$ cat src/hdl/sgm_pkg.sv
// ----------------------------------------------------------------------------
// sgm_pkg: shared types and constants of the Sobel gradient magnitude unit
// Pixel and window types, per-result tags, register indexes and the
// digit step of the saturating integer square root.
// ----------------------------------------------------------------------------
`timescale 1ns / 1ps

package sgm_pkg;

   // One pixel: channel a in bits 7:0, b in 15:8, c in 23:16.
   localparam int PIX_W    = 24;
   localparam int CHAN_W   = 8;
   localparam int NUM_CHAN = 3;
   localparam int WIN_N    = 9;
   localparam int POS_W    = 11;   // width of the reported row and column
   localparam int SIZE_W   = 12;   // width of the size registers
   localparam int MIN_SIZE = 3;

   localparam logic [SIZE_W-1:0] IMAGE_WIDTH_RESET  = 12'd640;
   localparam logic [SIZE_W-1:0] IMAGE_HEIGHT_RESET = 12'd480;

   localparam int CSR_INDEX_W = 1;
   localparam logic [CSR_INDEX_W-1:0] CSR_IMAGE_WIDTH  = 1'd0;
   localparam logic [CSR_INDEX_W-1:0] CSR_IMAGE_HEIGHT = 1'd1;

   typedef logic [PIX_W-1:0] pix_type;

   // Column-major 3x3 neighborhood: entry col*3 + row, column 0 is the left.
   typedef pix_type [WIN_N-1:0] win_type;

   typedef struct packed {
      logic             emit;
      logic [POS_W-1:0] row;
      logic [POS_W-1:0] col;
   } meta_type;

   // Partial result of the digit-by-digit square root.
   typedef struct packed {
      logic [9:0] rem;
      logic [7:0] root;
   } sqrt_type;

   // One restoring step: bring down the next two bits of the radicand and
   // try to append a one to the root.
   function automatic sqrt_type sqrt_step(input sqrt_type acc, input logic [1:0] pair);
      logic [11:0] r2;
      logic [11:0] trial;
      sqrt_type    res;
      r2    = {acc.rem, pair};
      trial = {2'b00, acc.root, 2'b01};
      if (r2 >= trial) begin
         res.rem  = 10'(r2 - trial);
         res.root = {acc.root[6:0], 1'b1};
      end else begin
         res.rem  = r2[9:0];
         res.root = {acc.root[6:0], 1'b0};
      end
      return res;
   endfunction

endpackage

$ cat src/hdl/sgm_mag.sv
// ----------------------------------------------------------------------------
// sgm_mag: Sobel gradient magnitude of one channel
// Four register stages: gradients, sum of squares, upper root digits,
// lower root digits with saturation at 255.
// ----------------------------------------------------------------------------
`timescale 1ns / 1ps

module sgm_mag (
   input  logic                                      clock,
   input  logic                                      adv,
   input  logic [sgm_pkg::WIN_N-1:0][sgm_pkg::CHAN_W-1:0] win,
   output logic [sgm_pkg::CHAN_W-1:0]                mag
);

   import sgm_pkg::*;

   logic signed [10:0] tl, ml, bl, tc, bc, tr, mr, br;
   logic signed [10:0] gx_ff, gx_in, gy_ff, gy_in;
   logic signed [21:0] gxe, gye;
   logic [21:0]        sum_in;
   logic               sat3_ff, sat4_ff;
   logic [15:0]        n_ff;
   sqrt_type           hi_ff, hi_in, lo_in;
   logic [7:0]         lo_ff;
   logic [CHAN_W-1:0]  mag_ff;

   always_comb begin
      tl = $signed({3'b000, win[0]});
      ml = $signed({3'b000, win[1]});
      bl = $signed({3'b000, win[2]});
      tc = $signed({3'b000, win[3]});
      bc = $signed({3'b000, win[5]});
      tr = $signed({3'b000, win[6]});
      mr = $signed({3'b000, win[7]});
      br = $signed({3'b000, win[8]});
      gx_in = (tr - tl) + (mr - ml) + (mr - ml) + (br - bl);
      gy_in = (bl - tl) + (bc - tc) + (bc - tc) + (br - tr);
   end

   always_comb begin
      gxe    = 22'(gx_ff);
      gye    = 22'(gy_ff);
      sum_in = gxe * gxe + gye * gye;
   end

   // Radicand below 65536 gives an eight-bit root; the upper byte is done first.
   always_comb begin
      hi_in = '0;
      for (int i = 0; i < 4; i++) begin
         hi_in = sqrt_step(hi_in, n_ff[15-2*i -: 2]);
      end
      lo_in = hi_ff;
      for (int i = 0; i < 4; i++) begin
         lo_in = sqrt_step(lo_in, lo_ff[7-2*i -: 2]);
      end
   end

   always_ff @(posedge clock) begin
      if (adv) begin
         gx_ff   <= gx_in;
         gy_ff   <= gy_in;
         sat3_ff <= (sum_in[21:16] != 6'd0);
         n_ff    <= sum_in[15:0];
         hi_ff   <= hi_in;
         lo_ff   <= n_ff[7:0];
         sat4_ff <= sat3_ff;
         mag_ff  <= sat4_ff ? {CHAN_W{1'b1}} : lo_in.root;
      end
   end

   assign mag = mag_ff;

endmodule
$ cat config.mk
export PLATFORM = sky130hd
export DESIGN_NAME = sgm_mag
export DESIGN_NICKNAME = d
export VERILOG_FILES = /design/src/hdl/sgm_pkg.sv /design/src/hdl/sgm_mag.sv
export SDC_FILE = /design/constraint.sdc
export NUM_CORES = 1
export LEC_CHECK = 0
export ABC_AREA = 1
export BUFFER_PORTS_ARGS = -buffer_cell sky130_fd_sc_hd__buf_2
export CAP_MARGIN = 20
export CORE_MARGIN = 2
export CORE_UTILIZATION = 65
export DETAILED_ROUTE_END_ITERATION = 16
export GPL_ROUTABILITY_DRIVEN = 0
export PLACE_DENSITY_LB_ADDON = 0.3
export SLEW_MARGIN = 20
export SYNTH_ARGS = -nofsm -noshare
export SYNTH_HDL_FRONTEND = slang
export SYNTH_SLANG_ARGS = --single-unit
$ cat constraint.sdc
create_clock -name clock -period 12.95 [get_ports clock]
set_input_delay 1.295 -clock clock [delete_from_list [all_inputs] [get_ports clock]]
set_output_delay 1.295 -clock clock [all_outputs]
set_load 0.005 [all_outputs]
# Word-level counts from Yosys, hierarchy flattened

Cells that the tools add are included.

Memories: 0
Latch bits: 0
Word-level logic and storage cells: 48
Input bits: 74
RAM bits: 0
Register bits: 74
ROM bits: 0

Bitwise logic cells: 0
Equal/unequal tests: 0
Multipliers: 2
Multiplexer cells: 8
Add/sub/neg operators: 20
Magnitude comparators: 8
Reductions and logical operators: 1
Shift-type cells: 0
Div/mod/pow operators: 0

Operators with widths:

| kind                                                                   | number |
|---|---|
| 18-bit 2-to-1 mux                                                      | 7 |
| 12-bit by 10-bit >= comparator with 1-bit output                       | 7 |
| 10-bit subtractor                                                      | 6 |
| 8-bit by 8-bit subtractor with 9-bit output                            | 6 |
| 11-bit by 11-bit multiplier with 22-bit output                         | 2 |
| 10-bit by 9-bit adder with 11-bit output                               | 2 |
| 11-bit by 9-bit adder with 11-bit output                               | 2 |
| 22-bit adder                                                           | 1 |
| 9-bit by 9-bit adder with 10-bit output                                | 2 |
| 6-bit nonzero test                                                     | 1 |
| 2-bit by 1-bit subtractor with 3-bit output (second input constant)    | 1 |
| 2-bit by 1-bit >= comparator with 1-bit output (second input constant) | 1 |
| 1-bit 2-to-1 mux                                                       | 1 |

# Logic depth before layout (Yosys ltp)

Gate-level depths: netlist (run 1).

Depth after elaboration: 8
Depth in mapped cells: 42
Depth with buffers taken out: 40

# Worst setup path before layout (run 1)

OpenSTA, ideal clock, no wires.

Path kind: register to register
From: register gy_ff[10]
To: register sat3_ff (data pin)
Library setup time: 0.266 ns
Data required time: 12.684 ns
Setup slack: 6.317 ns
Arrival: 6.366 ns
Path buffers: 1
Stages on the path, launching flop included: 28
Clock period less this slack: 6.633 ns
Path through: edfxtp_1 -> clkbuf_1 -> nand2_1 -> inv_1 -> fa_1 -> fa_1 -> inv_1 -> fa_1 -> fa_1 -> fa_1 -> fa_1 -> inv_1 -> fa_1 -> ha_1 -> nand2_1 -> o21ai_0 -> nand2_1 -> nand2_1 -> a21oi_1 -> o21ai_0 -> nand3_1 -> nor2_1 -> nor2_1 -> nor2_1 -> o21ai_0 -> nand2_1 -> xor2_1 -> nand4_1

Longest elaborated chain between the ends: 3

RTL lines:

| item                                           | line          | source |
|---|---|---|
| from (decl)                                    | sgm_mag.sv:18 | `logic signed [10:0] gx_ff, gx_in, gy_ff, gy_in;` |
| from (signal assigned)                         | sgm_mag.sv:61 | `gy_ff <= gy_in;` |
| 11-bit by 11-bit multiplier with 22-bit output | sgm_mag.sv:43 | `sum_in = gxe * gxe + gye * gye;` |
| 22-bit adder                                   | sgm_mag.sv:43 |  |
| 6-bit nonzero test                             | sgm_mag.sv:62 | `sat3_ff <= (sum_in[21:16] != 6'd0);` |
| to (signal assigned)                           | sgm_mag.sv:62 |  |
| to (decl)                                      | sgm_mag.sv:21 | `logic sat3_ff, sat4_ff;` |

No other way between the ends.
A chain may end at the register's enable or synchronous reset.

# Final worst setup path (run 1)

From: register gx_ff[3]
To: register sat3_ff (data pin)

Longest elaborated chain between the ends: 3

RTL lines:

| item                                           | line          | source |
|---|---|---|
| from (decl)                                    | sgm_mag.sv:18 |  |
| from (signal assigned)                         | sgm_mag.sv:60 | `gx_ff <= gx_in;` |
| 11-bit by 11-bit multiplier with 22-bit output | sgm_mag.sv:43 |  |
| 22-bit adder                                   | sgm_mag.sv:43 |  |
| 6-bit nonzero test                             | sgm_mag.sv:62 |  |

No other way between the ends.

==> results of run 1 <==
==> per-stage QoR <==
stage / worst slack, ns / instances / instance area, um^2
floorplan: 6.32 / 1887 / 16000
global placement: 5.50 / 2257 / 16700
CTS: 5.40 / 2273 / 17000
finish: 5.41 / 2274 / 17000
detailed placement: 5.42 / 2257 / 16700
global route: 5.05 / 2273 / 17000
==> final cells by class <==
class | count | area (um^2) | share of cell area
Multi-Input combinational cell | 1220 | 11700 | 0.685
Inverter | 569 | 2140 | 0.125
Sequential cell | 70 | 2100 | 0.123
Tap cell | 324 | 405 | 0.0238
Timing Repair Buffer | 74 | 373 | 0.0219
Clock buffer | 9 | 225 | 0.0132
Clock inverter | 7 | 128 | 0.00749
Antenna cell | 1 | 2.50 | 0.000147
==> state kept, by name (all words and copies together) (netlist names) <==
signal and count:
mag 8, gx_ff 11, gy_ff 11, lo_ff 8, hi_ff 14, sat4_ff 1
sat3_ff 1, n_ff 16
==> per-layer routing <==
metal	GRT usage	share of wire	wire, um	vias up
met5	0	0	0	-
met2	0.492	0.53	16700	278
met4	0.0986	0.033	1040	0
met1	0.304	0.40	12400	5675
li1	-	-	-	5734
met3	0.0395	0.039	1230	73
==> worst max-delay path: cells and delay by family (launching register included) <==
kind                       cells  cell delay, ns
AOI/OAI and AO/OA              5            1.13
and+or+nand+nor               10            1.18
buffers and inverters          6            0.32
adders and majority gates      8            3.87
DFF                            1            0.63
xor gates and xnor gates       1            0.17
==> placed cells by master (no fill, tap or decap), types with 3 or more instances in the layout <==
master	instances
or2_2	7
edfxtp_1	70
nand2_1	289
inv_1	563
o21ai_1	6
buf_2	73
nand4_1	12
nor3_1	8
a21o_1	4
nand2_2	8
o21ai_0	52
nor2_1	93
a21oi_2	3
inv_2	6
bufinv_16	3
nand3_1	46
inv_6	3
xnor2_1	42
nand3_2	5
ha_1	192
xor2_1	66
nor2_4	5
clkbuf_16	9
a211oi_1	4
nor2_2	6
fa_1	262
o21bai_1	8
a21oi_1	83
==> cells by family after synthesis <==
kind of cell,after synthesis
and+or+nand+nor,486
DFF,70
adders and majority gates,454
muxes,1
AOI/OAI and AO/OA,169
xor gates and xnor gates,110
buffers and inverters,597
==> path summary, 6_finish.rpt <==
check | depth (start not counted) | slack, ns | end
setup / recovery | 30 | 5.41 | sat3_ff
hold / removal | 0 | 0.42 | lo_ff[0]
hold reg to reg | 0 | 0.42 | lo_ff[0]
setup reg to reg | 30 | 5.41 | sat3_ff
==> run summary, run 1 <==
Status: finished clean
Synth Area in Compound Gates: 0.0590
Syn Inst Count: 1,887
CP max FO: 12
Worst endpoint required time: 13.06 ns
Delay of the slowest critical-path stage: 0.63 ns
Fin crit share: 0.582
# port buffers: 73
Drt total wl: 31,400 um
Cts hold-fix bufs: 0
Vias in the first global route: 12,500
Slew Viols, Final: 0
Hold Vio Cnt, Final: 0
GRT Overall Usage: 0.263
Net Count, Synth: 2,415
Cell taking the most area after synthesis: fa_1
Final Net Count: 2,472
Fill cells: 1,871
Post-CTS setup buffers: 0
RSZ-0062 raised after global routing: no
Detail Route Antenna Nets: 0
FMAX: 0.133 GHz
I/O Pins: 82
Netlist cell types: 41
Synth Area in Simple Gates: 0.130
Mux share of post-synthesis cell area: 0.000624
First-pass GRT wire length: 54,900 um
Number of synthesized flops with an enable pin: 70
Final core occ: 0.703
Crit Path Category: flip-flop to flip-flop
CORE AREA: 0.0242 mm^2
Gr ovfl total: 0
Drt wl/cell: 13.8 um
Initial antenna violation count: 1
Synth async-reset ratio: 0
Synth warn: 0
Synth cell count leaders: inv_1 (563), nand2_1 (289), fa_1 (262), ha_1 (192), nor2_1 (93)
CTS sink cnt: 70
Bufs on Longest Clock Path: 2
Critical path data arrival time: 7.64 ns
HPWL after DPL: 26,900 um
Via-to-Cell Ratio: 5.17
Post_cts resized: 0
Root buffer cell: clkbuf_16
Tightest Pin Transition: 1.02 ns
Mean post-synth cell area: 8.50 um^2
Yosys top cell area share: 0.327
Hold Slack: 0.421 ns
Crit path top cell by count: fa_1
Worst hold start: n_ff[0]
Top FF cell, synth: edfxtp_1
Total Neg Setup Slack: 0 ns
Worst Hold Class: flip-flop to flip-flop
Mapped Area: 0.0160 mm^2
CTS buffer count: 9
Slowest CP cell: edfxtp_1
Drt initial violations: 503
Initial Utilization: 0.661
FP Rows: 57
Share of cells above drive strength 1: 0.0708
# H-tree levels: 3
CP Launch Type: flip-flop
Largest family of logic cells by synthesized area: adder cells
Adder-Cell Fraction of Synth Area: 0.477
Clock skew: 0.0230 ns
Finish-stage setup viols: 0
Register area share after synthesis: 0.131
Crit end category: flip-flop
Seq cells post-synth: 70
Largest net degree at the start of global routing: 71
Most common cell in the netlist: inv_1
Die height: 161 um
Horiz. Die Dim: 161 um
CTS tree: yes
Pre-Repair DR Iteration Count: 6
Clock latency on the worst-skew pair: 0.37 ns
Worst Setup SP: gx_ff[3]
Residual DRC: 0
Ranking of synthesized cells by area: fa_1 (33%), ha_1 (15%), inv_1 (13%)
Max Cap Violations: 0
Die area: 0.0259 mm^2
Clk slew on worst S/H paths: 0.08 ns
R2R Path Start: gx_ff[3]
Layout area overhead: 6.26%
Routed vias: 11,800
Xor and xnor area share after synthesis: 0.0610
Max-slew headroom: 0.323
Post-route minimum period: 7.54 ns
Power of run 1 is not shown: default switching activity piles up to over one toggle a cycle in this logic, so the estimate is an artifact.
==> inputs of run 2 (changes only) <==
- ABC_AREA: 1 -> 0
- clock period: 12.95 -> 7.85 ns (I/O delays scaled with it)
==> run 2 against run 1 <==
Against the previous run:
- clock skew down 0.013 ns
- cell count down 11%
- non-clock buffer count up 17
==> run summary, run 2 <==
Hold path depth: 0
Mapped Area: 0.0157 mm^2
CTS sink cnt: 70
First-pass GRT wire length: 54,700 um
Register name with the most flops: n_ff
Highest-count cells in the layout ignoring fill and taps: inv_1 (424), fa_1 (262), ha_1 (190), xnor2_1 (91), nand2_1 (81)
Max-slew headroom: 0.372
GRT Overall Usage: 0.263
CTS buffer count: 9
Levels on crit path: 32
Crit end category: flip-flop
Post-route minimum period: 7.48 ns
Finish-stage setup viols: 0
Via-to-Cell Ratio: 5.40
Fill cells: 1,741
Routed vias: 11,000
Yosys top cell area share: 0.334
Status: finished clean
Netlist cell types: 66
Xor and xnor area share after synthesis: 0.0680
Layout area overhead: 7.25%
Synth Area in Compound Gates: 0.0939
Mux share of post-synthesis cell area: 0.00932
Worst Hold Class: flip-flop to flip-flop
Slowest CP cell: or4b_1
Net Count, Synth: 2,162
Worst endpoint required time: 7.94 ns
Root buffer cell: clkbuf_16
Pre-Repair DR Iteration Count: 5
FMAX: 0.134 GHz
Seq cells post-synth: 70
Layout Cells excl Fill: 2,031
Die height: 159 um
Syn Inst Count: 1,634
Cell taking the most area after synthesis: fa_1
Residual DRC: 0
Synth async-reset ratio: 0
Slew Viols, Final: 0
I/O Pins: 82
Synth warn: 0
Synth cell count leaders: inv_1 (425), fa_1 (262), ha_1 (192), xnor2_1 (91), nand2_1 (81)
CP top delay family: compound AO/OA/AOI/OAI gates
Vias in the first global route: 12,300
Drt wl/cell: 15.3 um
Horiz. Die Dim: 159 um
Tightest Pin Transition: 0.942 ns
Largest family of logic cells by synthesized area: adder cells
Max reg flops: 16
# H-tree levels: 3
Initial antenna violation count: 0
CP max FO: 7
Mean post-synth cell area: 9.62 um^2
Register area share after synthesis: 0.134
Most common cell in the netlist: inv_1
Cts hold-fix bufs: 0
Crit path top cell by count: ha_1
CP Launch Type: flip-flop
CORE AREA: 0.0236 mm^2
Placed Cells: 2,011
Top FF cell, synth: edfxtp_1
Clk slew on worst S/H paths: 0.07 ns
Detail Route Antenna Nets: 0
Critical path data arrival time: 7.58 ns
Max Cap Violations: 0
Adder-Cell Fraction of Synth Area: 0.487
Crit Path Category: flip-flop to flip-flop
FP Rows: 56
Initial Utilization: 0.665
Largest net degree at the start of global routing: 71
Drt total wl: 31,100 um
Clock skew: 0.0100 ns
Hold Slack: 0.416 ns
Ant. Diodes: 0
Final Net Count: 2,235
Fin crit share: 0.953
Drt initial violations: 511
Synth Area in Simple Gates: 0.0990
Ranking of synthesized cells by area: fa_1 (33%), ha_1 (15%), edfxtp_1 (13%)
Number of synthesized flops with an enable pin: 70
CTS tree: yes
HPWL after DPL: 26,400 um
Gr ovfl total: 0
Clock latency on the worst-skew pair: 0.35 ns
Bufs on Longest Clock Path: 2
R2R depth: 32
Delay of the slowest critical-path stage: 0.50 ns
CP bufs+invs: 4
Die area: 0.0254 mm^2
Share of cells above drive strength 1: 0.0800
Most common cell after layout, fill and taps aside: inv_1
# port buffers: 73
Top flop regs: n_ff (16), hi_ff (14)
Hold Vio Cnt, Final: 0
-- run 2: cell types whose count changed after synthesis, moves of 37 or more --
| cell | delta |
|---|---|
| nand3_1 | -37 |
| nand2_1 | -208 |
| and2_1 | +63 |
| xnor2_1 | +49 |
| nor2_1 | -42 |
| inv_1 | -138 |
-- run 2: worst paths after layout --
check	startpoint	to	slack (ns)
max	hi_ff[1]	mag[0]	0.37
min	n_ff[7]	lo_ff[7]	0.42
max reg2reg	hi_ff[1]	mag[0]	0.37
min reg2reg	n_ff[7]	lo_ff[7]	0.42
-- run 2: final cells by class --
| class | instances | area, um^2 | share of cell area |
|---|---|---|---|
| Multi-Input combinational cell | 1108 | 11900 | 0.707 |
| Sequential cell | 70 | 2100 | 0.125 |
| Inverter | 427 | 1600 | 0.0952 |
| Timing Repair Buffer | 91 | 500 | 0.0297 |
| Tap cell | 319 | 399 | 0.0237 |
| Clock buffer | 9 | 225 | 0.0134 |
| Clock inverter | 7 | 105 | 0.00624 |
-- run 2: layer usage --
| layer | up-vias | GRT usage | share of wire | routed length (um) |
|---|---|---|---|---|
| li1 | 5263 | - | - | - |
| met1 | 5384 | 0.301 | 0.39 | 12000 |
| met2 | 239 | 0.502 | 0.55 | 17000 |
| met3 | 74 | 0.0297 | 0.036 | 1110 |
| met4 | 0 | 0.0950 | 0.032 | 988 |
| met5 | - | 0 | 0 | 0 |
-- run 2: worst reg2reg max path, delay by kind of cell, from the launching register on --
family,cells,cell delay (ns)
muxes,3,0.86
adders and majority gates,4,1.31
buffers and inverters,4,0.60
DFF,1,0.33
and+or+nand+nor,10,1.96
AOI/OAI and AO/OA,11,2.20
-- run 2: timing repair --
item                       CTS  global route
setup endpoints to repair    0             1
gates resized for setup      0             9
buffers inserted             0             4
-- run 2: cells by family (layout without fill, tap and decap cells) --
family | Yosys count | count (layout)
and+or+nand+nor | 297 | 297
muxes | 14 | 14
adders and majority gates | 454 | 454
xor gates and xnor gates | 122 | 122
DFF | 70 | 70
AOI/OAI and AO/OA | 221 | 221
buffers and inverters | 456 | 534
-- run 2: per-stage QoR --
step	utilization	worst slack (ns)	area (um^2)	setup TNS, ns
3_3_place_gp	0.697	0.348	16500	0
5_1_grt	0.714	-0.0220	16900	-0.0220
6_report	0.714	0.367	16900	0
2_1_floorplan	-	0.743	15700	0
4_1_cts	0.711	0.124	16800	0
3_5_place_dp	0.697	0.141	16500	0
Power of run 2 is left out for the same reason.
==> inputs of run 3 (changes only) <==
- CAP_MARGIN: 20 -> 0
- CORE_UTILIZATION: 65 -> 55
==> run 3 against run 2 <==
Against the previous run:
- global-route usage down 3.9 points
- worst hold slack better by 0.0048 ns
- clock skew down 0.00056 ns
- utilization down 11 points
- final area up 0.39%
- sequential share of layout area about the same
- count of clock-buffer cells in the layout unchanged
- non-clock buffer count up 2
- highest routed layer is now met5
- first-iteration DRC count down 14%
- wire length down 0.40%
==> run summary, run 3 (synthesized netlist as in run 2, its figures left out) <==
Status: finished clean
Crit path top cell by count: ha_1
Root buffer cell: clkbuf_16
Via-to-Cell Ratio: 5.17
Slowest CP cell: or4b_1
Worst endpoint required time: 7.94 ns
Tightest Pin Transition: 0.992 ns
HPWL after DPL: 26,400 um
Vias in the first global route: 11,800
Hold Vio Cnt, Final: 0
Final setup margin: 0.411 ns
Cts hold-fix bufs: 0
CTS tree: yes
GRT Overall Usage: 0.223
Max reg flops: 16
Drt initial violations: 440
Routed vias: 10,800
Detail Route Antenna Nets: 0
I/O Pins: 82
Die area: 0.0299 mm^2
Bufs on Longest Clock Path: 2
CORE AREA: 0.0279 mm^2
FP Rows: 61
Delay of the slowest critical-path stage: 0.51 ns
Max-slew headroom: 0.339
Final core occ: 0.606
Dpl ws: -0.165 ns
Finish-stage setup viols: 0
Horiz. Die Dim: 173 um
Total Neg Setup Slack: 0 ns
CP Launch Type: flip-flop
Clock latency on the worst-skew pair: 0.35 ns
Highest-count cells in the layout ignoring fill and taps: inv_1 (424), fa_1 (262), ha_1 (191), xnor2_1 (90), nand2_1 (81)
Ant. Diodes: 0
Pre-Repair DR Iteration Count: 5
Most common cell after layout, fill and taps aside: inv_1
Initial Utilization: 0.562
FMAX: 0.134 GHz
Clock skew: 0.00947 ns
Share of cells above drive strength 1: 0.0834
Met1 GRT Util: 0.262
Initial antenna violation count: 1
Grt met2 use: 0.427
Busiest grt layer: met2
Hold Slack: 0.420 ns
First-pass GRT wire length: 54,500 um
Crit Path Category: flip-flop to flip-flop
Worst Hold Class: flip-flop to flip-flop
Drt wl/cell: 14.8 um
CP top delay family: simple AND/OR/NAND/NOR gates
# port buffers: 73
Gr ovfl total: 0
CP max FO: 11
Register name with the most flops: n_ff
Top flop regs: n_ff (16), hi_ff (14)
# H-tree levels: 3
Routing usage on met3: 0.0242
Post-route minimum period: 7.44 ns
Hold path depth: 0
Final Net Count: 2,237
R2R depth: 32
Levels on crit path: 32
Max Cap Violations: 0
Residual DRC: 0
Layout area overhead: 7.68%
Drt total wl: 30,900 um
CTS sink cnt: 70
Clk slew on worst S/H paths: 0.07 ns
Die height: 173 um
CP bufs+invs: 3
Slew Viols, Final: 0
Fin crit share: 0.948
Crit end category: flip-flop
CTS buffer count: 9
Largest net degree at the start of global routing: 71
Critical path data arrival time: 7.53 ns
-- run 3: worst paths after layout --
path	startpoint	to	slack, ns
worst max-delay path	hi_ff[0]	mag[0]	0.41
worst min-delay path	n_ff[0]	lo_ff[0]	0.42
worst max register to register	hi_ff[0]	mag[0]	0.41
worst min register to register	n_ff[0]	lo_ff[0]	0.42
-- run 3: per-stage QoR --
| step | instance area [um^2] | instances |
|---|---|---|
| finish | 16900 | 2092 |
| global placement | 16600 | 2071 |
| global route | 16900 | 2092 |
| CTS | 16900 | 2090 |
| detailed placement | 16600 | 2071 |
| floorplan | 15700 | 1634 |
-- run 3: final cells by class --
class / count / area [um^2]
Fill cell: 2415 / 11000
Timing Repair Buffer: 93 / 518
Multi-Input combinational cell: 1108 / 11900
Clock inverter: 7 / 65.1
Inverter: 427 / 1610
Tap cell: 378 / 473
Sequential cell: 70 / 2100
Clock buffer: 9 / 225
-- run 3: layer usage --
layer  up-vias  routed length, um
met5         -                 13
met4         2                910
met3        60                852
met2       189              16700
met1      5294              12400
li1       5263                  -
-- run 3: timing repair --
item,in CTS,in global routing
pin swaps,1,2
setup buffers,3,2
resized for setup,1,15
endpoints found under the setup margin,1,1
Power of run 3 is left out for the same reason.
